`src/design/mtf_pkg.sv`:
```
// Shared types and constants for the move-to-front coder.
package mtf_pkg;

   localparam int SYM_COUNT = 256;
   localparam int SYM_W     = 8;
   localparam int IDX_W     = (SYM_COUNT > 1) ? $clog2(SYM_COUNT) : 1;
   localparam int SIZE_W    = 9;

   typedef enum logic [1:0] {
      MODE_LOAD    = 2'd0,
      MODE_RESTART = 2'd1,
      MODE_ENCODE  = 2'd2,
      MODE_DECODE  = 2'd3
   } mode_type;

   typedef enum logic [1:0] {
      ST_IDLE,
      ST_SCAN,
      ST_HOLD
   } state_type;

   typedef struct packed {
      mode_type   mode;
      logic [7:0] value;
      logic [7:0] position;
   } req_type;

   typedef struct packed {
      logic [7:0] result_value;
      logic       error;
   } rsp_type;

   // Probe that walks the cell row during encode and decode.
   typedef struct packed {
      logic             valid;
      logic             decode;
      logic             found;
      logic [SYM_W-1:0] key;
      logic [IDX_W-1:0] pos;
      logic [SYM_W-1:0] sym;
   } token_type;

   // Broadcast controls from the sequencer to every cell.
   typedef struct packed {
      logic              load_en;
      logic [IDX_W-1:0]  load_pos;
      logic [SYM_W-1:0]  load_val;
      logic              restart;
      logic              shift_en;
      logic [IDX_W-1:0]  shift_pos;
      logic [SYM_W-1:0]  front_sym;
      logic [SIZE_W-1:0] size;
   } ctl_type;

endpackage

```
`src/design/mtf_cell.sv`:
```
// One table cell: initial entry, working entry and one probe stage.
module mtf_cell (
   input  logic                           clock,
   input  logic                           reset,
   input  logic [mtf_pkg::IDX_W-1:0]      cell_index,
   input  mtf_pkg::ctl_type               ctl,
   input  logic [mtf_pkg::SYM_W-1:0]      prev_work,
   input  mtf_pkg::token_type             tok_in,
   output mtf_pkg::token_type             tok_out,
   output logic [mtf_pkg::SYM_W-1:0]      work_out
);

   logic [mtf_pkg::SYM_W-1:0] work_ff, work_in;
   logic [mtf_pkg::SYM_W-1:0] init_ff, init_in;
   mtf_pkg::token_type        tok_ff, tok_in_next;
   logic                      active;
   logic                      hit;

   always_comb begin
      active = mtf_pkg::SIZE_W'(cell_index) < ctl.size;
      if (tok_in.decode) begin
         hit = (tok_in.key == mtf_pkg::SYM_W'(cell_index));
      end else begin
         hit = (tok_in.key == work_ff);
      end
      tok_in_next = tok_in;
      // first active match claims the probe
      if (tok_in.valid && !tok_in.found && active && hit) begin
         tok_in_next.found = 1'b1;
         tok_in_next.pos   = cell_index;
         tok_in_next.sym   = work_ff;
      end
   end

   always_comb begin
      priority if (ctl.restart) begin
         work_in = init_ff;
      end else if (ctl.shift_en && (cell_index <= ctl.shift_pos)) begin
         work_in = prev_work;
      end else begin
         work_in = work_ff;
      end
   end

   always_comb begin
      if (ctl.load_en && (ctl.load_pos == cell_index)) begin
         init_in = ctl.load_val;
      end else begin
         init_in = init_ff;
      end
   end

   always_ff @(posedge clock) begin
      if (reset) begin
         work_ff <= mtf_pkg::SYM_W'(cell_index);
         init_ff <= mtf_pkg::SYM_W'(cell_index);
         tok_ff  <= '0;
      end else begin
         work_ff <= work_in;
         init_ff <= init_in;
         tok_ff  <= tok_in_next;
      end
   end

   assign tok_out  = tok_ff;
   assign work_out = work_ff;

endmodule

```
`config.mk`:
```
export PLATFORM = sky130hd
export DESIGN_NAME = mtf_cell
export DESIGN_NICKNAME = d
export VERILOG_FILES = /design/src/design/mtf_pkg.sv /design/src/design/mtf_cell.sv
export SDC_FILE = /design/constraint.sdc
export NUM_CORES = 1
export LEC_CHECK = 0
export ABC_CLOCK_PERIOD_IN_PS = 2100
export BUFFER_PORTS_ARGS = -buffer_cell sky130_fd_sc_hd__buf_2
export CAP_MARGIN = 25
export CELL_PAD_IN_SITES_DETAIL_PLACEMENT = 0
export CELL_PAD_IN_SITES_GLOBAL_PLACEMENT = 1
export CORE_MARGIN = 10
export CORE_UTILIZATION = 34
export CTS_BUF_LIST = sky130_fd_sc_hd__clkbuf_8
export DETAILED_ROUTE_END_ITERATION = 7
export PLACE_DENSITY_LB_ADDON = 0.1
export SYNTH_ARGS = -nofsm -noshare
export SYNTH_HDL_FRONTEND = slang
export SYNTH_SLANG_ARGS = --single-unit
```
`constraint.sdc`:
```
create_clock -name clock -period 2.1 [get_ports clock]
set_input_delay 0.21 -clock clock [delete_from_list [all_inputs] [get_ports clock]]
set_output_delay 0.21 -clock clock [all_outputs]
set_load 0.01 [all_outputs]
```
---- Word-level counts from Yosys, hierarchy flattened ----
Cells that the tools add are included.
word-level totals
  bits in writable memories ............... 0
  ROM bits ................................ 0
  register bits ........................... 43
  bits in latches ......................... 0
  word-level logic and storage cells ...... 29
  memories ................................ 0
cells by class
  bitwise gates (word level) .............. 0
  magnitude comparators ................... 2
  multipliers ............................. 0
  divide/modulo/power cells ............... 0
  add/subtract/negate cells ............... 0
  mux-type cells .......................... 8
  shift-type cells ........................ 0
  reduce and logical (&&, ||, !) cells .... 8
  eq/ne operators ......................... 3
operators with widths
  operator                             number
  two-way mux 8 bit                    5
  == test 8 bit                        3
  two-way mux 16 bit                   1
  less-than comparator 8 x 9 -> 1 bit  1
  less-or-equal comparator 8 bit       1
  logical AND 1 bit                    5
  nonzero test 3 bit                   1
  two-way mux 1 bit                    2
  nonzero test 2 bit                   1
  logical NOT 1 bit                    1

---- Logic depth before layout (Yosys ltp) ----
Gate-level depths: netlist of run 1.
  depth after elaboration ................. 5
  gate-level depth with buffers ........... 9

---- Worst setup path after synthesis of run 1 ----
No wires, ideal clock.
  path kind ............................... input-to-reg
  start ................................... input ctl[6] (netlist bit)
  end ..................................... register tok_ff (netlist bit tok_out[10])
  data required time ...................... 1.968 ns
  arrival time ............................ 1.657 ns
  cell stages on the path ................. 9
  path slack .............................. 0.310 ns
  path through ............................ inv_1 ha_1 nand4b_1 a2111o_1 and4_1 buf_4 buf_6 nand4_1 a21oi_1
on the way
  cells in the longest elaborated chain, start to end .. 4
RTL lines
  element                              RTL line        RTL
  start: declaration                   mtf_cell.sv:6   input mtf_pkg::ctl_type ctl,
  less-than comparator 8 x 9 -> 1 bit  mtf_cell.sv:20  active = mtf_pkg::SIZE_W'(cell_index) < ctl.size;
  logical AND 1 bit (2 in series)      mtf_cell.sv:28  if (tok_in.valid && !tok_in.found && active && hit) begin
  two-way mux 16 bit                   mtf_cell.sv:28
  end signal: assignment               mtf_cell.sv:61  tok_ff <= tok_in_next;
  end: declaration                     mtf_cell.sv:15  mtf_pkg::token_type tok_ff, tok_in_next;
No other way between the ends.
A chain may end at the register's enable or synchronous reset.

---- Worst setup path after layout of run 1 ----
  start ................................... register work_ff (netlist bit work_out[1])
  end ..................................... register tok_ff (netlist bit tok_out[1])
on the way
  cells in the longest elaborated chain, start to end .. 4
RTL lines
  element                   RTL line        RTL
  start: declaration        mtf_cell.sv:13  logic [mtf_pkg::SYM_W-1:0] work_ff, work_in;
  start signal: assignment  mtf_cell.sv:55  work_ff <= mtf_pkg::SYM_W'(cell_index);
  start signal: assignment  mtf_cell.sv:59  work_ff <= work_in;
  == test 8 bit             mtf_cell.sv:24  hit = (tok_in.key == work_ff);
  two-way mux 1 bit         mtf_cell.sv:21  if (tok_in.decode) begin
  logical AND 1 bit         mtf_cell.sv:28
  two-way mux 16 bit (*)    mtf_cell.sv:28
Mark *: on every way between the ends. The rest lies on a longest branch, timed or not.

==> results of run 1 <==
-- area by class of cell --
| class | instances | area (µm²) | area share, % |
|---|---|---|---|
| Clock buffer | 5 | 68.8 | 2.15 |
| Clock inverter | 3 | 15.0 | 0.469 |
| Inverter | 25 | 93.8 | 2.93 |
| Multi-Input combinational cell | 162 | 1210 | 37.7 |
| Sequential cell | 43 | 1020 | 31.9 |
| Tap cell | 96 | 120 | 3.75 |
| Timing Repair Buffer | 128 | 673 | 21.0 |
-- what timing repair did --
item	4_1_cts	5_1_grt
hold endpoints to repair	0	0
gates resized for setup	0	1
setup endpoints to repair	0	2
-- worst paths after layout --
path	from	to	slack, ns	cells past startpoint
hold reg to reg	init_ff[5]	work_out[5]	0.62	2
hold / removal	tok_in[22]	tok_out[22]	0.16	2
setup / recovery	work_out[1]	tok_out[1]	0.20	5
setup reg to reg	work_out[1]	tok_out[1]	0.20	5
-- cell families after synthesis --
kind of cell	after synthesis	synth area share, %
compound gates	66	17.1
xor+xnor	16	5.73
fa+ha+maj	15	7.67
buf+inv	42	9.00
flops	43	41.7
mux	16	6.54
simple gates	49	12.3
-- report_power, final --
part	internal (mW)	switching, mW	leakage (nW)	total, mW
clock	0.226	0.297	0.0392	0.523
combinational	0.197	0.260	1.15	0.457
sequential	0.931	0.0256	0.387	0.957
-- layer usage --
layer  GRT usage (%)  vias up  wire [µm]
li1                -     1130          -
met1            17.6      966       3630
met2            22.2       78       3670
met3            4.98       10        566
met4            3.33        2         85
met5               0        -          7
-- placed cells by master, fill, tap and decap left out, types with 2 or more instances in the layout --
cell type  Yosys  routed
buf_2          1     115
dfxtp_1       27      27
inv_1         25      25
a21oi_1       22      22
o21ai_0       17      17
mux2i_1       16      16
nand4_1       16      16
edfxtp_1      16      16
xor2_1        15      15
o31ai_1       15      15
ha_1          15      15
buf_4          3      13
nand2_1       10      10
nor2b_1       10      10
clkbuf_8       0       5
and4_1         3       2
nand3_1        2       2
a21o_1         2       2
nand4_2        2       2
nand2b_1       2       2
clkinv_1       0       2
-- sequential cells by signal (all words and copies together), names as in the netlist --
register and count:
init_ff 8, tok_out 27, work_out 8
-- critical path, cell delays in order, from the launching register on --
cell and delay [ns]:
edfxtp_1 0.42, mux2i_1 0.17, xor2_1 0.25, nand4_2 0.43, o31ai_1 0.38, a21oi_1 0.10
-- stage by stage --
stage | setup slack (ns) | hold slack [ns] | power [mW]
final | 0.205 | 0.156 | 1.94
after detailed placement | -0.0331 | 0.460 | 1.44
after global placement | -0.0243 | 0.453 | 1.43
after floorplan | 0.310 | 0.338 | 1.24
after CTS | 0.143 | 0.149 | 1.96
after global routing | 0.0169 | 0.155 | 2.05
==> results.md, run 1 <==
- I/O Buffers: 115
- Global-route wire length before repair: roughly 12000 µm
- Setup CP Type: flop to flop
- WL final: slightly below 8000 µm
- F_max: around 530 MHz
- Fillers: between 700 and 800
- Max cap viols: 0
- Synth Area per Inst: about 9.9 µm²
- Placed insts: 454
- Ys Warns: 0
- Die area: 11000 µm²
- Clk Latency, worst-skew pair: 0.30 ns
- Antenna violations before repair: 1
- Setup TNS: 0 ns
- Post-place instance area: about 3100 µm²
- Post-CTS setup buffer count: 0
- Post-DP HPWL: roughly 6300 µm
- Via count: around 2200
- PwrDens: approximately 610 nW/µm²
- Max Clock Skew: about 0.0094 ns
- Routed Antenna Nets: 0
- H-tree depth: 2
- Wire per inst: 17.2 µm
- Share of the synthesized area in the top cell type: 22.1%
- Core footprint: between 6000 and 7000 µm²
- Vias per cell: between 4 and 5
- Post-synth cell types: 38
- # hold bufs at CTS: 0
- WP data required: 2.26 ns
- Post-layout instance area: approximately 3200 µm²
- Setup crit end kind: flop
- Period utilization: around nine tenths
- Worst VDD drop: 328 µV
- EDFF count, synth: 16
- Worst setup SP type: flop
- Leakage: 1.57 nW
- Gate Count Post-Synth: ~250
- FF+latch count, synth: 43
- Largest net degree at the start of global routing: 34
- CTS root buf: clkbuf_8
- # diodes: 0
- Layout cells sized above 1: 37.7%
- Cell area after synthesis: 2450 µm²
- Top post-synthesis cells by area: dfxtp_1 (22%), edfxtp_1 (20%), ha_1 (7.7%)
- Final setup violation count: 0
- GRT Total Usage: between 10% and 20%
- Status: complete, no violations
- Grt ovf: 0
- Clk buf depth: 2
- DRC: 0
- Post-synthesis sequential area ratio: 41.7%
- Clock Sinks: 43
- Final hold violation count: 0
- Hold Crit Class: input port to flop
- Syn nets: roughly 350
- Dominant synthesized flop cell: dfxtp_1
- Slew @ Worst Pin: between 0.5 and 0.6 ns
- Rel. slew slack: between 60 and 70%
- Async S/R FF share, synth: 0%
- Final worst path period need: 1.90 ns
- Top-level I/O count: between 100 and 150
- Vias in the first global route: roughly 2300
- Nets@finish: 469
- Initial Util: 35.4%
- Worst endpoint data arrival time: between 2 and 2.5 ns
- Fin. max-slew vios: 0
- Most common cell in the netlist: dfxtp_1
- GPL Wtd Cong: between 0.7 and 0.8
- TritonCTS clock tree: done
- Final non-filler cell total: around 460
- CTS buffer count: 5
- Die Ht: ~100 µm
- Num rows: 30
- Worst-path clk slew: 0.09 ns
- Drt pass-1 iters: 4
- Area leader, netlist: dfxtp_1
- Area Growth Syn to Fin: 30.7%
- Detailed Route Iter0 Violations: 77
- Top post-synthesis cells by count: dfxtp_1 (27), inv_1 (25), a21oi_1 (22)
- Final core occ: about 46%
- Die width: 105 µm
- RSZ-0062 raised after global routing: false
- Crit Path Max Fanout: 16
(Power assumes the default switching activity.)
==> run 2: changes to the inputs <==
--- a/config.mk
+++ b/config.mk
@@ -6,14 +6,15 @@
 export NUM_CORES = 1
 export LEC_CHECK = 0
 export ABC_CLOCK_PERIOD_IN_PS = 2100
-export BUFFER_PORTS_ARGS = -buffer_cell sky130_fd_sc_hd__buf_2
 export CAP_MARGIN = 25
 export CELL_PAD_IN_SITES_DETAIL_PLACEMENT = 0
 export CELL_PAD_IN_SITES_GLOBAL_PLACEMENT = 1
 export CORE_MARGIN = 10
-export CORE_UTILIZATION = 34
+export CORE_UTILIZATION = 47
 export CTS_BUF_LIST = sky130_fd_sc_hd__clkbuf_8
 export DETAILED_ROUTE_END_ITERATION = 7
+export DONT_BUFFER_PORTS = 1
+export GPL_TIMING_DRIVEN = 0
 export PLACE_DENSITY_LB_ADDON = 0.1
 export SYNTH_ARGS = -nofsm -noshare
 export SYNTH_HDL_FRONTEND = slang
==> constraint.sdc (replaced) <==
create_clock -name clock -period 2.1 [get_ports clock]
set_input_delay 0.21 -clock clock [delete_from_list [all_inputs] [get_ports clock]]
set_output_delay 0.21 -clock clock [all_outputs]
set_load 0.1 [all_outputs]
==> results.md, run 2 (same netlist as run 1, synthesis figures left out) <==
- Clk Latency, worst-skew pair: 0.30 ns (about the same)
- Final hold slack: 0.0371 ns (-0.119 ns)
- Die Ht: 92.2 µm (-12%)
- Leakage: 1.16 nW (-26%)
- TritonCTS clock tree: done
- Setup crit end kind: flop
- Die area: 8490 µm² (-23%)
- R2R setup slack: -0.28 ns (-0.49 ns)
- GPL Wtd Cong: 0.734 (+0.38%)
- Commonest non-fill, non-tap cell in the layout: dfxtp_1
- CP startpoint: work_out[0]
- Final setup violation count: 17 (+17)
- Grt ovf: 0 (unchanged)
- Initial Util: 48.2% (+13 points)
- Multi-input logic area: 1250 µm² (+3.6%)
- Fillers: 500 (-32%)
- Post-DP HPWL: 5790 µm (-8.5%)
- F_max: 420 MHz (-20%)
- Largest net degree at the start of global routing: 15 (-56%)
- Max Clock Skew: 0.0101 ns (+0.000695 ns)
- Tot Pwr: 2.29 mW (+18%)
- RSZ-0062 raised after global routing: true
- Layout cells sized above 1: 13.4% (-24 points)
- Largest register FFs: 27 (unchanged)
- Vias in the first global route: 2012 (-14%)
- Detailed Route Iter0 Violations: 80 (+3.9%)
- Worst VDD drop: 404 µV (+23%)
- Clk buf depth: 2 (unchanged)
- Reg-to-Reg End: tok_out[5]
- Path depth of the worst reg2reg path: 6 (+1)
- H-tree depth: 2 (unchanged)
- Worst-path clk slew: 0.09 ns (about the same)
- PwrDens: 828 nW/µm² (+37%)
- WL final: 7220 µm (-9.2%)
- Num rows: 26 (-13%)
- Crit Reg-Reg Startpoint: work_out[0]
- Setup CP Type: flop to flop
- Fin. max-slew vios: 0 (unchanged)
- Crit Path Max Fanout: 10 (-6)
- Hold Crit Class: input port to flop
- Clock Sinks: 43 (unchanged)
- Final hold violation count: 0 (unchanged)
- # diodes: 0 (unchanged)
- Rel. slew slack: 31.0% (-33 points)
- Register area: 1020 µm² (unchanged)
- Post-place instance area: 2540 µm² (-18%)
- Via count: 1890 (-14%)
- Routed Antenna Nets: 0 (unchanged)
- Status: finished, violations left
- Core footprint: 5070 µm² (-27%)
- HP Start: tok_in[16]
- Slowest stage cell on the critical path: edfxtp_1
- Final worst path period need: 2.38 ns (+0.487 ns)
- I/O Buffers: 0 (-100%)
- CP cell instances: mux2i_1 > xor2_1 > o211ai_1 > buf_4 > o31ai_1 > a21oi_2
- # hold bufs at CTS: 0 (unchanged)
- Commonest cells after routing, fill and taps aside: dfxtp_1 (27), inv_1 (25), a21oi_1 (20), o21ai_0 (17)
- End of the critical path: tok_out[5]
- Drt pass-1 iters: 4 (unchanged)
- Global-route wire length before repair: 11100 µm (-10%)
- Die width: 92.2 µm (-12%)
- CTS root buf: clkbuf_8
- Top-level I/O count: 124 (unchanged)
- Vias per cell: 5.71 (+21%)
- Slowest stage delay, CP: 1.03 ns (+0.60 ns)
- Post-layout instance area: 2770 µm² (-13%)
- Slew @ Worst Pin: 1.04 ns (+0.491 ns)
- Nets@finish: 364 (-22%)
- GRT Total Usage: 16.7% (+2.7 points)
- WP data required: 2.27 ns (about the same)
- Wire per inst: 21.8 µm (+27%)
- Worst setup SP type: flop
- Antenna violations before repair: 0 (-1)
- Worst endpoint data arrival time: 2.55 ns (+0.50 ns)
- Smallest setup slack after layout: -0.282 ns (-0.487 ns)
- CTS buffer count: 5 (unchanged)
- Area Growth Syn to Fin: 13.1%
- Failing checks: negative setup slack
- Max cap viols: 0 (unchanged)
- Period utilization: 113% (+23 points)
- DRC: 0 (unchanged)
-- run 2: cell types whose count changed in the layout (fill, tap and decap cells not counted), sizes merged --
| cell | delta |
|---|---|
| buf | -114 |
| clkbuf | +9 |
| bufinv | +1 |
| clkinvlp | -1 |
-- run 2: timing repair --
item,4_1_cts,5_1_grt
cloned,1,1
gates resized for setup,8,5
pin swaps,15,11
setup buffers,4,0
setup endpoints to repair,17,17
-- run 2: worst min-delay path by stage --
stage / endpoint / slack (ns) / depth (start not counted)
final: tok_out[16] / 0.04 / 1
after global routing: tok_out[19] / 0.04 / 1
after CTS: tok_out[16] / 0.03 / 1
after detailed placement: tok_out[26] / 0.34 / 1
after global placement: tok_out[19] / 0.34 / 1
after floorplan: tok_out[16] / 0.34 / 1
-- run 2: worst max-delay path: cells and delay by family (launching register included) --
kind / cells / cell delay, ns
flops: 1 / 1.03
compound gates: 3 / 0.57
xor+xnor: 1 / 0.23
mux: 1 / 0.20
buf+inv: 1 / 0.23
-- run 2: final cells by class --
type / instances / area share [%]
multi-input combinational: 162 / 45.2
sequential: 43 / 36.9
buffer: 17 / 4.93
inverter: 25 / 3.39
tap: 70 / 3.16
clock buffer: 5 / 2.49
timing repair buffer: 6 / 2.39
clock inverter: 3 / 1.58
-- run 2: per-stage QoR --
| stage | setup TNS (ns) | cells | util, % | setup slack [ns] |
|---|---|---|---|---|
| CTS | -3.64 | 330 | 53.6 | -0.266 |
| floorplan | -0.374 | 247 | - | -0.0379 |
| global route | -6.23 | 331 | 54.6 | -0.409 |
| finish | -3.86 | 331 | 54.6 | -0.282 |
| detailed placement | -4.25 | 317 | 50.0 | -0.369 |
| global placement | -4.04 | 317 | 50.0 | -0.321 |
-- run 2: routing by layer --
metal	up-vias	share of wire, %	wire length, µm	track usage [%]
li1	925	-	-	-
met2	74	51	3660	29.1
met4	0	1.8	132	5.40
met1	879	39	2800	17.4
met5	-	0	0	0
met3	12	8.8	633	7.82
-- run 2: where the power goes --
part | internal, mW | switching [mW] | leakage (nW) | total, mW
logic | 0.154 | 0.181 | 0.718 | 0.335
registers | 0.932 | 0.375 | 0.387 | 1.31
clock network | 0.354 | 0.298 | 0.0581 | 0.653
