$ cat src/design/mtf_pkg.sv
// Shared types and constants for the move-to-front coder.
package mtf_pkg;

   localparam int SYM_COUNT = 256;
   localparam int SYM_W     = 8;
   localparam int IDX_W     = (SYM_COUNT > 1) ? $clog2(SYM_COUNT) : 1;
   localparam int SIZE_W    = 9;

   typedef enum logic [1:0] {
      MODE_LOAD    = 2'd0,
      MODE_RESTART = 2'd1,
      MODE_ENCODE  = 2'd2,
      MODE_DECODE  = 2'd3
   } mode_type;

   typedef enum logic [1:0] {
      ST_IDLE,
      ST_SCAN,
      ST_HOLD
   } state_type;

   typedef struct packed {
      mode_type   mode;
      logic [7:0] value;
      logic [7:0] position;
   } req_type;

   typedef struct packed {
      logic [7:0] result_value;
      logic       error;
   } rsp_type;

   // Probe that walks the cell row during encode and decode.
   typedef struct packed {
      logic             valid;
      logic             decode;
      logic             found;
      logic [SYM_W-1:0] key;
      logic [IDX_W-1:0] pos;
      logic [SYM_W-1:0] sym;
   } token_type;

   // Broadcast controls from the sequencer to every cell.
   typedef struct packed {
      logic              load_en;
      logic [IDX_W-1:0]  load_pos;
      logic [SYM_W-1:0]  load_val;
      logic              restart;
      logic              shift_en;
      logic [IDX_W-1:0]  shift_pos;
      logic [SYM_W-1:0]  front_sym;
      logic [SIZE_W-1:0] size;
   } ctl_type;

endpackage

$ cat src/design/mtf_ctrl.sv
// Sequencer: handshakes, size register, probe launch, table update and result buffering.
module mtf_ctrl (
   input  logic                 clock,
   input  logic                 reset,
   input  logic                 req_valid,
   output logic                 req_stall,
   input  mtf_pkg::req_type     req_data,
   output logic                 rsp_valid,
   input  logic                 rsp_stall,
   output mtf_pkg::rsp_type     rsp_data,
   input  logic                 csr_valid,
   output logic                 csr_ready,
   input  logic [8:0]           csr_data,
   input  mtf_pkg::token_type   last_tok,
   output mtf_pkg::token_type   launch_tok,
   output mtf_pkg::ctl_type     ctl
);

   mtf_pkg::state_type         state_ff, state_in;
   logic                       rsp_valid_ff, rsp_valid_in;
   mtf_pkg::rsp_type           rsp_data_ff, rsp_data_in;
   mtf_pkg::rsp_type           skid_ff, skid_in;
   logic [mtf_pkg::SIZE_W-1:0] size_ff, size_in;

   logic             req_fire;
   logic             scan_mode;
   logic             ctrl_fire;
   logic             scan_end;
   logic             done;
   logic             pop;
   logic             out_free;
   logic             out_load;
   logic             out_skid;
   logic             skid_load;
   mtf_pkg::rsp_type word;

   assign req_fire  = req_valid && !req_stall;
   assign scan_mode = (req_data.mode == mtf_pkg::MODE_ENCODE) ||
                      (req_data.mode == mtf_pkg::MODE_DECODE);
   assign ctrl_fire = req_fire && !scan_mode;
   assign scan_end  = (state_ff == mtf_pkg::ST_SCAN) && last_tok.valid;
   assign done      = ctrl_fire || scan_end;
   assign pop       = rsp_valid_ff && !rsp_stall;
   assign out_free  = !rsp_valid_ff || pop;

   // next state
   always_comb begin
      state_in = state_ff;
      unique case (state_ff)
         mtf_pkg::ST_IDLE: begin
            if (req_fire && scan_mode) begin
               state_in = mtf_pkg::ST_SCAN;
            end else if (ctrl_fire && !out_free) begin
               state_in = mtf_pkg::ST_HOLD;
            end
         end
         mtf_pkg::ST_SCAN: begin
            if (scan_end) begin
               state_in = out_free ? mtf_pkg::ST_IDLE : mtf_pkg::ST_HOLD;
            end
         end
         mtf_pkg::ST_HOLD: begin
            if (pop) begin
               state_in = mtf_pkg::ST_IDLE;
            end
         end
         default: state_in = mtf_pkg::ST_IDLE;
      endcase
   end

   // outputs and datapath controls
   always_comb begin
      req_stall = (state_ff != mtf_pkg::ST_IDLE);
      csr_ready = 1'b1;

      word = '0;
      if (scan_end) begin
         word.error = !last_tok.found;
         if (last_tok.found) begin
            word.result_value = last_tok.decode ? last_tok.sym : 8'(last_tok.pos);
         end
      end

      out_load  = 1'b0;
      out_skid  = 1'b0;
      skid_load = 1'b0;
      unique case (state_ff)
         mtf_pkg::ST_IDLE,
         mtf_pkg::ST_SCAN: begin
            out_load  = done && out_free;
            skid_load = done && !out_free;
         end
         mtf_pkg::ST_HOLD: begin
            out_skid = pop;
         end
         default: ;
      endcase

      rsp_valid_in = out_load || out_skid || (rsp_valid_ff && !pop);
      priority if (out_skid) begin
         rsp_data_in = skid_ff;
      end else if (out_load) begin
         rsp_data_in = word;
      end else begin
         rsp_data_in = rsp_data_ff;
      end
      skid_in = skid_load ? word : skid_ff;

      size_in = (csr_valid && csr_ready) ? csr_data : size_ff;

      launch_tok        = '0;
      launch_tok.valid  = req_fire && scan_mode;
      launch_tok.decode = (req_data.mode == mtf_pkg::MODE_DECODE);
      launch_tok.key    = req_data.value;

      ctl.load_en   = ctrl_fire && (req_data.mode == mtf_pkg::MODE_LOAD) &&
                      (mtf_pkg::SIZE_W'(req_data.position) < mtf_pkg::SIZE_W'(mtf_pkg::SYM_COUNT));
      ctl.load_pos  = mtf_pkg::IDX_W'(req_data.position);
      ctl.load_val  = req_data.value;
      ctl.restart   = ctrl_fire && (req_data.mode == mtf_pkg::MODE_RESTART);
      ctl.shift_en  = scan_end && last_tok.found;
      ctl.shift_pos = last_tok.pos;
      ctl.front_sym = last_tok.sym;
      if (size_ff > mtf_pkg::SIZE_W'(mtf_pkg::SYM_COUNT)) begin
         ctl.size = mtf_pkg::SIZE_W'(mtf_pkg::SYM_COUNT);
      end else begin
         ctl.size = size_ff;
      end
   end

   always_ff @(posedge clock) begin
      if (reset) begin
         state_ff     <= mtf_pkg::ST_IDLE;
         rsp_valid_ff <= 1'b0;
         size_ff      <= mtf_pkg::SIZE_W'(256);
      end else begin
         state_ff     <= state_in;
         rsp_valid_ff <= rsp_valid_in;
         size_ff      <= size_in;
      end
   end

   always_ff @(posedge clock) begin
      rsp_data_ff <= rsp_data_in;
      skid_ff     <= skid_in;
   end

   assign rsp_valid = rsp_valid_ff;
   assign rsp_data  = rsp_data_ff;

endmodule

$ cat config.mk
export PLATFORM = sky130hd
export DESIGN_NAME = mtf_ctrl
export DESIGN_NICKNAME = d
export VERILOG_FILES = /design/src/design/mtf_pkg.sv /design/src/design/mtf_ctrl.sv
export SDC_FILE = /design/constraint.sdc
export NUM_CORES = 1
export LEC_CHECK = 0
export ABC_AREA = 1
export CAP_MARGIN = 10
export CORE_MARGIN = 4
export CORE_UTILIZATION = 40
export CTS_BUF_LIST = sky130_fd_sc_hd__clkbuf_4
export DETAILED_ROUTE_END_ITERATION = 7
export DONT_BUFFER_PORTS = 1
export GPL_ROUTABILITY_DRIVEN = 1
export SYNTH_ARGS = -nofsm -noshare
export SYNTH_HDL_FRONTEND = slang
export SYNTH_SLANG_ARGS = --single-unit
$ cat constraint.sdc
create_clock -name clock -period 1.7 [get_ports clock]
set_input_delay 0.34 -clock clock [delete_from_list [all_inputs] [get_ports clock]]
set_output_delay 0.34 -clock clock [all_outputs]
set_load 0.01 [all_outputs]
* Yosys cells after proc, flatten, opt, wreduce, memory -nomap -nowiden
Index checks and enable logic that the tools add are counted.
** Operators by class
- Muxes and demuxes :: 15
- Reductions and logical operators :: 30
- Eq/ne operators :: 8
- $lt $le $gt $ge :: 1
** Operators by type and width (number)
- 9-bit two-way mux :: 4
- 8-bit two-way mux :: 2
- 1-bit logical AND :: 12
- 2-bit two-way mux :: 5
- 9-bit > comparator (second input constant) :: 1
- 1-bit logical NOT :: 7
- 2-bit equality test (second input constant) :: 3
- 2-bit one-hot mux with 3 select lines :: 1
- 1-bit logical OR :: 5
- 2-bit by 1-bit equality test with 1-bit output (second input constant) :: 2
- 2-bit logical NOT :: 2
- 2-bit inequality test (second input constant) :: 2
- 2-bit nonzero test :: 2
- 1-bit two-way mux :: 3
- 3-bit inequality test (second input constant) :: 1
- 3-bit AND reduction :: 1
- 2-bit OR reduction :: 1
** Storage, ports and cells
- Flip-flop bits (word level) :: 30
- Input bits :: 59
- Logic and storage cells :: 61
- Output and inout bits :: 83

* Depth between registers and ports, before layout
Gate-level depths: netlist of the first run.
- Depth in word-level cells :: 9
- Gate-level depth with buffers :: 6
- Gate-level depth less buffers :: 6

* Worst setup path before layout of the first run
No wires, ideal clock.
- Kind :: reg-to-reg
- Start point :: reg state_ff[0]
- End point :: reg rsp_data_ff (netlist bit rsp_data[0]), enable pin
- Buffers on the path :: 0
- Library setup time :: 0.376 ns
- Required time :: 1.324 ns
- Setup slack :: 0.140 ns
- Arrival :: 1.184 ns
- Period minus slack after synthesis :: 1.560 ns
- Cell stages (with the launch flop) :: 6
- Path through :: dfxtp_1 > nor2_2 > nand3_2 > nand2_2 > inv_1 > o21ai_1
** Between the ends
- Word-level cells in the longest chain between the ends :: 8
- Elaborated cells on any way between the ends :: 14
- Those cells by class :: eq/ne (2); mux (2); reduce/logical (10)
** RTL lines
- from (decl) :: line mtf_ctrl.sv:19 : mtf_pkg::state_type state_ff, state_in;
- from (signal assigned) :: line mtf_ctrl.sv:133 : state_ff <= mtf_pkg::ST_IDLE;
- from (signal assigned) :: line mtf_ctrl.sv:137 : state_ff <= state_in;
- 2-bit nonzero test :: line mtf_ctrl.sv:73 : req_stall = (state_ff != mtf_pkg::ST_IDLE);
- 1-bit logical NOT :: line mtf_ctrl.sv:37 : assign req_fire = req_valid && !req_stall;
- 1-bit logical AND :: line mtf_ctrl.sv:37
- 1-bit logical AND :: line mtf_ctrl.sv:40 : assign ctrl_fire = req_fire && !scan_mode;
- 1-bit logical OR :: line mtf_ctrl.sv:42 : assign done = ctrl_fire || scan_end;
- 1-bit logical AND :: line mtf_ctrl.sv:90 : out_load = done && out_free;
- 1-bit two-way mux :: line mtf_ctrl.sv:87 : unique case (state_ff)
- 2-bit nonzero test (no line) (*)
- to (signal assigned) :: line mtf_ctrl.sv:144 : rsp_data_ff <= rsp_data_in;
- to (decl) :: line mtf_ctrl.sv:21 : mtf_pkg::rsp_type rsp_data_ff, rsp_data_in;
Mark *: on every way between the ends. The rest lies on a longest branch, timed or not.
A chain may end at the register's enable or synchronous reset.

==> results of run 1 <==
[per-layer routing]
layer,wire (um),vias up,part of all wire (%)
met5,0,-,0
met4,109,0,3.5
met3,264,20,8.4
met2,1460,51,47
met1,1300,478,41
li1,-,565,-
[what timing repair did]
| item | CTS | global route |
|---|---|---|
| hold endpoints to repair | 0 | 0 |
| setup endpoints to repair | 0 | 8 |
| gates resized for setup | 0 | 23 |
[final timing paths]
| kind | end | startpoint | cells after the start | slack (ps) |
|---|---|---|---|---|
| setup / recovery | ctl[5] | size_ff[0] | 6 | 110 |
| hold / removal | state_ff[1] | reset | 1 | 80 |
| setup reg to reg | rsp_data[8] | state_ff[1] | 5 | 240 |
| hold reg to reg | size_ff[4] | size_ff[4] | 2 | 490 |
[placed cells by master (no fill, tap or decap)]
cell type / instances
buf_4: 2
nand3b_1: 1
nor2_1: 6
o21ai_1: 1
dfxtp_1: 12
nor2_2: 3
nand3_2: 1
conb_1: 18
buf_6: 1
clkbuf_4: 5
inv_2: 7
inv_1: 25
nand2_1: 44
nand3_4: 1
clkinv_1: 3
nand4_1: 2
a31o_2: 1
nor2_4: 8
nand3_1: 10
nor2_8: 1
nand2_2: 2
edfxtp_1: 18
o21ai_0: 10
a21oi_1: 11
[critical path, cell delays in order, from the launching register on]
cell	delay, ps
dfxtp_1	320
nor2_1	110
nand3_1	70
nor2_1	100
nor2_1	50
buf_6	160
nor2_4	120
[power by group]
group          internal [mW]  leakage (nW)  switching, mW  total [mW]
logic                 0.0511         0.522          0.128       0.179
clock network          0.147        0.0277          0.225       0.372
registers              0.798         0.290         0.0208       0.819
total                  0.997         0.840          0.374        1.37
[state kept, by name, summed over array words and instances, names as in the netlist]
signal     cells
rsp_data       9
rsp_valid      1
size_ff        9
skid_ff        9
state_ff       2
[logic make-up (layout without fill, tap and decap cells)]
group,count (synthesis),after routing,share of synthesized area (%)
other cells,2,18,0.405
flops,30,30,42.1
compound gates,23,23,6.41
simple gates,79,79,19.8
buf+inv,94,43,31.3
[layout make-up]
type                    count  area, um^2
fillers                   452        2760
clock inverters             3        11.3
clock buffers               5        37.5
flip-flops and latches     30         781
inverters                  32         120
multi-input cells         120         613
well taps                  52        65.1
repair buffers              3        26.3
==> summary.md, run 1 <==
| Metric | Value |
|---|---|
| Skew-Pair Late Insertion Delay | 310 ps |
| First-pass GRT wire length | 5120 um |
| Final Hold Vio Count | 0 |
| Clock Skew | 8.15 ps |
| Crit start category | register |
| Num ports | 142 |
| WL/cell | 12.8 um |
| Placed instance area | 1540 um^2 |
| Cells after Synth | 228 |
| Minimum clock period | 1590 ps |
| DP HPWL | 2520 um |
| Crit end category | output port |
| Pre-CTS setup slack | 238 ps |
| Residual DRC | 0 |
| Synthesis-stage register bit count | 30 |
| Final #Nets | 251 |
| MaxCap Viol Count | 0 |
| Setup WS post-layout | 112 ps |
| Synth-to-layout area growth | -10.8% |
| Synth warnings | 0 |
| Initial antenna violation count | 0 |
| Lkg Pwr | 0.840 nW |
| N_diodes | 0 |
| Post-synthesis sequential area ratio | 42.1% |
| Overall power | 1.37 mW |
| Outcome | complete, no violations |
| Most instantiated cells after synthesis | 58 x buf_4, 44 x nand2_1, 31 x inv_1 |
| Final antenna-violating net count | 0 |
| Fin crit share | 93.4% |
| Clock transition at path regs | 90 ps |
| Setup_tns | 0 ps |
| Max Slew Vio Count | 0 |
| # setup viols final | 0 |
| Critical Path Fanout Max | 8 |
| Remaining Overflow, GRT | 0 |
| Most common cell in the synthesized netlist | buf_4 |
| TritonCTS Buffers | 5 |
| Fin area | 1650 um^2 |
| Peak VDD IR | 0.361 mV |
| Pin count of the biggest net entering global routing | 17 |
| # hold bufs at CTS | 0 |
| GR Layer Usage met1 | 12.3% |
| Routed WL | 3140 um |
| Vias in the first global route | 1079 |
| Placer congestion estimate | 0.707 |
| Port buffer count | 0 |
| Layout cells sized above 1 | 16.6% |
| Top cell type by total area after synthesis | edfxtp_1 |
| Hold Worst Slack | 77.8 ps |
| Detailed Route Iter0 Violations | 11 |
| Pwr dens | 829 nW/um^2 |
| Final cell count without fillers | 245 |
| Met2 Use GR | 16.6% |
| Die area | 5790 um^2 |
| Worst path required time | 1360 ps |
| Die width | 76.1 um |
| Achievable Freq | 0.630 GHz |
| Main synth FF type | edfxtp_1 |
| Die span in y | 76.1 um |
| CTS sink count | 30 |
| EDFF count, synth | 18 |
| Overall global routing resource usage | 10.9% |
| Synth top area share | 29.1% |
| H-tree level count | 2 |
| TritonRoute pass-1 iters | 4 |
| Vias per Instance | 4.55 |
| Starting Density | 42.0% |
| Via count | 1114 |
| Arrival time at the worst endpoint | 1250 ps |
| Synth top area cells | edfxtp_1 29%, buf_4 23%, dfxtp_1 13%, nand2_1 8.9%, inv_1 6.3% |
| Number of setup buffers added after CTS | 0 |
| Crit path kind | reg2out |
| Synth Area per Inst | 8.13 um^2 |
| Core area | 4410 um^2 |
| Util after Layout | 37.5% |
| Longest Clk Path Bufs | 2 |
| Ys async rst share | 0% |
| Met3 Resource Use GR | 4.26% |
| Most used routing layer | met2 |
| Syn Std Cell Area | 1850 um^2 |
| Core Rows | 24 |
| Yosys cell types | 23 |
| CTS tree | yes |
| Root Driver | clkbuf_4 |
| Placed cell count | 237 |
| HP Class | in2reg |
Note: power is estimated with default switching activity, not from simulation.
==> run 2: changes to the inputs <==
--- a/config.mk
+++ b/config.mk
@@ -5,14 +5,14 @@
 export SDC_FILE = /design/constraint.sdc
 export NUM_CORES = 1
 export LEC_CHECK = 0
-export ABC_AREA = 1
 export CAP_MARGIN = 10
 export CORE_MARGIN = 4
-export CORE_UTILIZATION = 40
+export CORE_UTILIZATION = 59
 export CTS_BUF_LIST = sky130_fd_sc_hd__clkbuf_4
 export DETAILED_ROUTE_END_ITERATION = 7
 export DONT_BUFFER_PORTS = 1
 export GPL_ROUTABILITY_DRIVEN = 1
+export PLACE_DENSITY = 0.78
 export SYNTH_ARGS = -nofsm -noshare
 export SYNTH_HDL_FRONTEND = slang
 export SYNTH_SLANG_ARGS = --single-unit
==> summary.md, run 2 <==
| Metric | Value |
|---|---|
| Achievable Freq | 0.622 GHz |
| Core Rows | 19 |
| Starting Density | 63.8% |
| Met3 Resource Use GR | 8.70% |
| Critical register-to-register path startpoint | state_ff[0] |
| Synth Area in XOR/XNOR | 0% |
| CTS tree | yes |
| N_diodes | 0 |
| Fin crit share | 94.6% |
| Final Hold Vio Count | 0 |
| Synth Area per Inst | 10.2 um^2 |
| Die area | 4040 um^2 |
| WL/cell | 17.5 um |
| RSZ-0062 raised after global routing | false |
| DP HPWL | 2260 um |
| Hold_sp | reset |
| Max Slew Vio Count | 0 |
| Die span in y | 63.5 um |
| Synth top area share | 29.7% |
| MaxCap Viol Count | 0 |
| Longest Clk Path Bufs | 2 |
| Crit path kind | reg2out |
| Residual DRC | 0 |
| Post-synthesis sequential area ratio | 42.9% |
| Critical path cell sequence | or2_4 -> nor3_4 |
| Hold depth | 1 |
| # setup viols final | 0 |
| Hold EP | state_ff[1] |
| Post-synthesis adder-cell area fraction | 0% |
| Final antenna-violating net count | 0 |
| Skew-Pair Late Insertion Delay | 330 ps |
| Placer congestion estimate | 0.832 |
| GR Layer Usage met1 | 14.7% |
| Reg2Reg Depth | 4 |
| Max incr delay on CP | 380 ps |
| Port buffer count | 0 |
| Top cell type by total area after synthesis | edfxtp_1 |
| First-pass GRT wire length | 4710 um |
| TritonRoute pass-1 iters | 4 |
| Synth-to-layout area growth | -12.4% |
| Mux cell area share after synthesis | 9.42% |
| Pin count of the biggest net entering global routing | 13 |
| Pre-CTS setup slack | 165 ps |
| Commonest non-fill, non-tap cells in the layout | 18 x conb_1, 18 x edfxtp_1, 17 x nor2_1 |
| Die width | 63.5 um |
| Most used routing layer | met2 |
| Main synth FF type | edfxtp_1 |
| Worst path required time | 1360 ps |
| Pwr dens | 871 nW/um^2 |
| Layout cells sized above 1 | 14.8% |
| Simple-Gate Fraction of Synth Area | 12.7% |
| Routed WL | 3030 um |
| Met2 Use GR | 25.3% |
| Root Driver | clkbuf_4 |
| Most instantiated cells after synthesis | 58 x buf_4, 18 x edfxtp_1, 18 x nor2_1 |
| Post-synthesis compound-gate area fraction | 7.70% |
| Minimum clock period | 1610 ps |
| Initial antenna violation count | 0 |
| Cells after Synth | 179 |
| Vias per Instance | 5.64 |
| TritonCTS Buffers | 5 |
| Reg2Reg Setup Slack | 140 ps |
| Setup WS post-layout | 92.3 ps |
| Crit start category | register |
| Synth warnings | 0 |
| Num ports | 142 |
| Syn Std Cell Area | 1820 um^2 |
| HP Class | in2reg |
| Remaining Overflow, GRT | 0 |
| FF-to-FF End | rsp_data[1] |
| Largest family of logic cells by synthesized area | buffers and inverters |
| Core area | 2850 um^2 |
| Lkg Pwr | 0.744 nW |
| Overall global routing resource usage | 15.4% |
| Yosys cell types | 29 |
| Critical Path Fanout Max | 10 |
| Fin area | 1590 um^2 |
| Clock Skew | 3.88 ps |
| Placed instance area | 1510 um^2 |
| CP max-delay cell | dfxtp_2 |
| Detailed Route Iter0 Violations | 52 |
| EDFF count, synth | 18 |
| Peak VDD IR | 0.385 mV |
| Clock transition at path regs | 90 ps |
| Outcome | complete, no violations |
| Crit end category | output port |
| Setup_tns | 0 ps |
| Ys async rst share | 0% |
| Arrival time at the worst endpoint | 1270 ps |
| Most common cell in the synthesized netlist | buf_4 |
| Via count | 976 |
| CTS sink count | 30 |
| H-tree level count | 2 |
| Synthesis-stage register bit count | 30 |
| Vias in the first global route | 1003 |
| Synth top area cells | edfxtp_1 30%, buf_4 24%, dfxtp_1 13%, mux2i_1 8.8%, a21o_1 4.1% |
| Final #Nets | 200 |
-- run 2: layout make-up --
type,instances,area (um^2)
well taps,31,38.8
fillers,239,1260
multi-input cells,96,649
flip-flops and latches,30,782
inverters,4,15.0
repair buffers,4,55.1
clock buffers,5,37.5
clock inverters,3,16.3
-- run 2: cell families after synthesis --
logic type / after synthesis
simple gates: 42
other cells: 2
mux: 17
buf+inv: 69
compound gates: 19
flops: 30
-- run 2: power breakdown --
| group | leakage [nW] | switching, mW | internal, mW |
|---|---|---|---|
| registers | 0.283 | 0.0337 | 0.805 |
| clock network | 0.0286 | 0.243 | 0.153 |
| logic | 0.433 | 0.0840 | 0.0690 |
-- run 2: layer usage --
layer  vias up  routed length [um]
met1       438                1090
met3        18                 289
met2        75                1530
li1        445                   -
met5         -                   0
met4         0                 115
-- run 2: per-stage QoR --
stage / power, mW / instances / hold WS (ps) / util [%]
global placement: 0.988 / 165 / 413 / 52.8
global route: 1.48 / 173 / 26.0 / 55.9
floorplan: 1.10 / 195 / 419 / -
CTS: 1.41 / 173 / 41.2 / 55.8
finish: 1.39 / 173 / 65.4 / 55.9
detailed placement: 0.994 / 165 / 417 / 52.8
-- run 2: worst max-delay path: cells and delay by family, from the launching register on --
| family | cells | cell delay [ps] |
|---|---|---|
| simple gates | 2 | 560 |
| flops | 1 | 380 |
-- run 2: how the worst max path moves through the flow --
stage                       startpoint     endpoint  slack, ps
final                      state_ff[1]      ctl[26]         90
after global routing       state_ff[1]      ctl[43]         50
after CTS                  state_ff[1]      ctl[43]         60
after detailed placement  req_data[17]  rsp_data[2]        160
after global placement    req_data[17]  rsp_data[4]        170
after floorplan            state_ff[0]  rsp_data[0]         40
-- run 2: repair_timing --
action	CTS	global route
buffers inserted	0	0
cloned	0	0
gates resized for setup	6	1
endpoints found under the hold margin	0	0
hold buffers	0	0
setup endpoints to repair	2	3
==> run 3: changes to the inputs <==
--- a/config.mk
+++ b/config.mk
@@ -12,7 +12,7 @@
 export DETAILED_ROUTE_END_ITERATION = 7
 export DONT_BUFFER_PORTS = 1
 export GPL_ROUTABILITY_DRIVEN = 1
-export PLACE_DENSITY = 0.78
+export PLACE_DENSITY_LB_ADDON = 0.25
 export SYNTH_ARGS = -nofsm -noshare
 export SYNTH_HDL_FRONTEND = slang
 export SYNTH_SLANG_ARGS = --single-unit
==> summary.md, run 3 (same netlist as run 2, synthesis figures left out) <==
| Metric | Value |
|---|---|
| Overall global routing resource usage | 15.9% |
| Final Hold Vio Count | 0 |
| Number of setup buffers added after CTS | 0 |
| Longest Clk Path Bufs | 2 |
| Detailed Route Iter0 Violations | 52 |
| Outcome | complete, no violations |
| H-tree level count | 2 |
| Max incr delay on CP | 410 ps |
| HP Class | in2reg |
| Die width | 63.5 um |
| Reg2Reg Setup Slack | 100 ps |
| # setup viols final | 0 |
| Sequential power share | 60.2% |
| Fin crit share | 97.4% |
| Power Internal | 1.04 mW |
| Pwr dens | 877 nW/um^2 |
| Die span in y | 63.5 um |
| Vias in the first global route | 1001 |
| Port buffer count | 0 |
| Peak VDD IR | 0.580 mV |
| Core Rows | 19 |
| Final antenna-violating net count | 0 |
| Die area | 4040 um^2 |
| TritonCTS Buffers | 5 |
| Max Slew Vio Count | 0 |
| Met2 WL post-DR | 1570 um |
| Fillers | 254 |
| CP delay by family, top | simple AND/OR/NAND/NOR gates |
| Commonest non-fill, non-tap cells in the layout | 18 x conb_1, 18 x edfxtp_1, 17 x nor2_1 |
| Minimum clock period | 1660 ps |
| Clock Skew | 10.4 ps |
| DP HPWL | 2370 um |
| Comb power frac | 10.9% |
| Wire length on met3 | 331 um |
| Remaining Overflow, GRT | 0 |
| Lkg Pwr | 0.749 nW |
| Clock power share | 28.9% |
| WL met1 | 1180 um |
| Critical Path Fanout Max | 10 |
| Skew-Pair Late Insertion Delay | 320 ps |
| Num ports | 142 |
| N_diodes | 0 |
| RSZ-0062 raised after global routing | false |
| Placed instance area | 1510 um^2 |
| Vias per Instance | 5.67 |
| Setup_tns | 0 ps |
| Core area | 2850 um^2 |
| Clock transition at path regs | 90 ps |
| Fin area | 1590 um^2 |
| Root Driver | clkbuf_4 |
| Layout cells sized above 1 | 14.1% |
| Crit end category | output port |
| Residual DRC | 0 |
| Crit start category | register |
| CTS sink count | 30 |
| Initial antenna violation count | 0 |
| NetSw | 0.351 mW |
| Util after Layout | 55.8% |
| Switching Fraction | 25.2% |
| Critical path cell sequence | or2_4 -> nor3_4 |
| WL/cell | 18.3 um |
| Achievable Freq | 0.604 GHz |
| Final #Nets | 200 |
| Via count | 981 |
| Placer congestion estimate | 0.883 |
| Synth-to-layout area growth | -12.4% |
| TritonRoute pass-1 iters | 4 |
| Arrival time at the worst endpoint | 1320 ps |
| Worst path required time | 1360 ps |
| CP max-delay cell | dfxtp_1 |
| Routed WL | 3170 um |
| Buf/Inv on CP | 0 |
| CTS tree | yes |
| Max layer used | met4 |
| Crit path kind | reg2out |
| Pre-CTS setup slack | 127 ps |
| Setup WS post-layout | 44.2 ps |
| Pin count of the biggest net entering global routing | 13 |
| Starting Density | 63.8% |
| First-pass GRT wire length | 4890 um |
| MaxCap Viol Count | 0 |
-- run 3: changes by cell type in the layout (fill, tap and decap cells not counted) --
cell | previous run | this run
clkbuf_4 | 5 | 6
clkinvlp_4 | 1 | 0
dfxtp_1 | 11 | 12
dfxtp_2 | 1 | 0
-- run 3: final timing paths --
check / from / to / cells past startpoint
worst max-delay path: state_ff[1] / ctl[26] / 2
worst min-delay path: reset / rsp_valid / 1
worst max register to register: state_ff[0] / rsp_data[2] / 4
worst min register to register: size_ff[0] / size_ff[0] / 2
-- run 3: cell type report --
class	instances	area (um^2)	area share, %
flip-flops and latches	30	781	49.0
multi-input cells	96	649	40.8
repair buffers	4	55.1	3.46
clock buffers	6	45.0	2.83
well taps	31	38.8	2.44
inverters	4	15.0	0.943
clock inverters	2	8.76	0.550
-- run 3: through the flow --
step | cells | total power [mW] | hold slack, ps
after floorplan | 195 | 1.10 | 419
after global placement | 165 | 0.989 | 413
after detailed placement | 165 | 0.995 | 416
after CTS | 173 | 1.40 | 58.0
after global routing | 173 | 1.46 | 46.8
final | 173 | 1.40 | 73.6
-- run 3: timing repair --
action / in CTS / in global routing
setup endpoints to repair: 3 / 4
hold buffers: 0 / 0
resized for setup: 2 / 4
-- run 3: power by group through the flow --
stage | Clock, mW | Sequential, mW | Combinational [mW]
floorplan | 0 | 0.843 | 0.260
global placement | 0 | 0.854 | 0.135
detailed placement | 0 | 0.856 | 0.139
CTS | 0.414 | 0.840 | 0.142
global route | 0.450 | 0.844 | 0.167
finish | 0.404 | 0.840 | 0.152
-- run 3: per-layer routing --
| metal | GRT usage (%) | vias to the layer above |
|---|---|---|
| met4 | 10.8 | 0 |
| met3 | 8.17 | 14 |
| met2 | 25.2 | 81 |
| li1 | - | 446 |
| met1 | 16.3 | 440 |
| met5 | 0 | - |
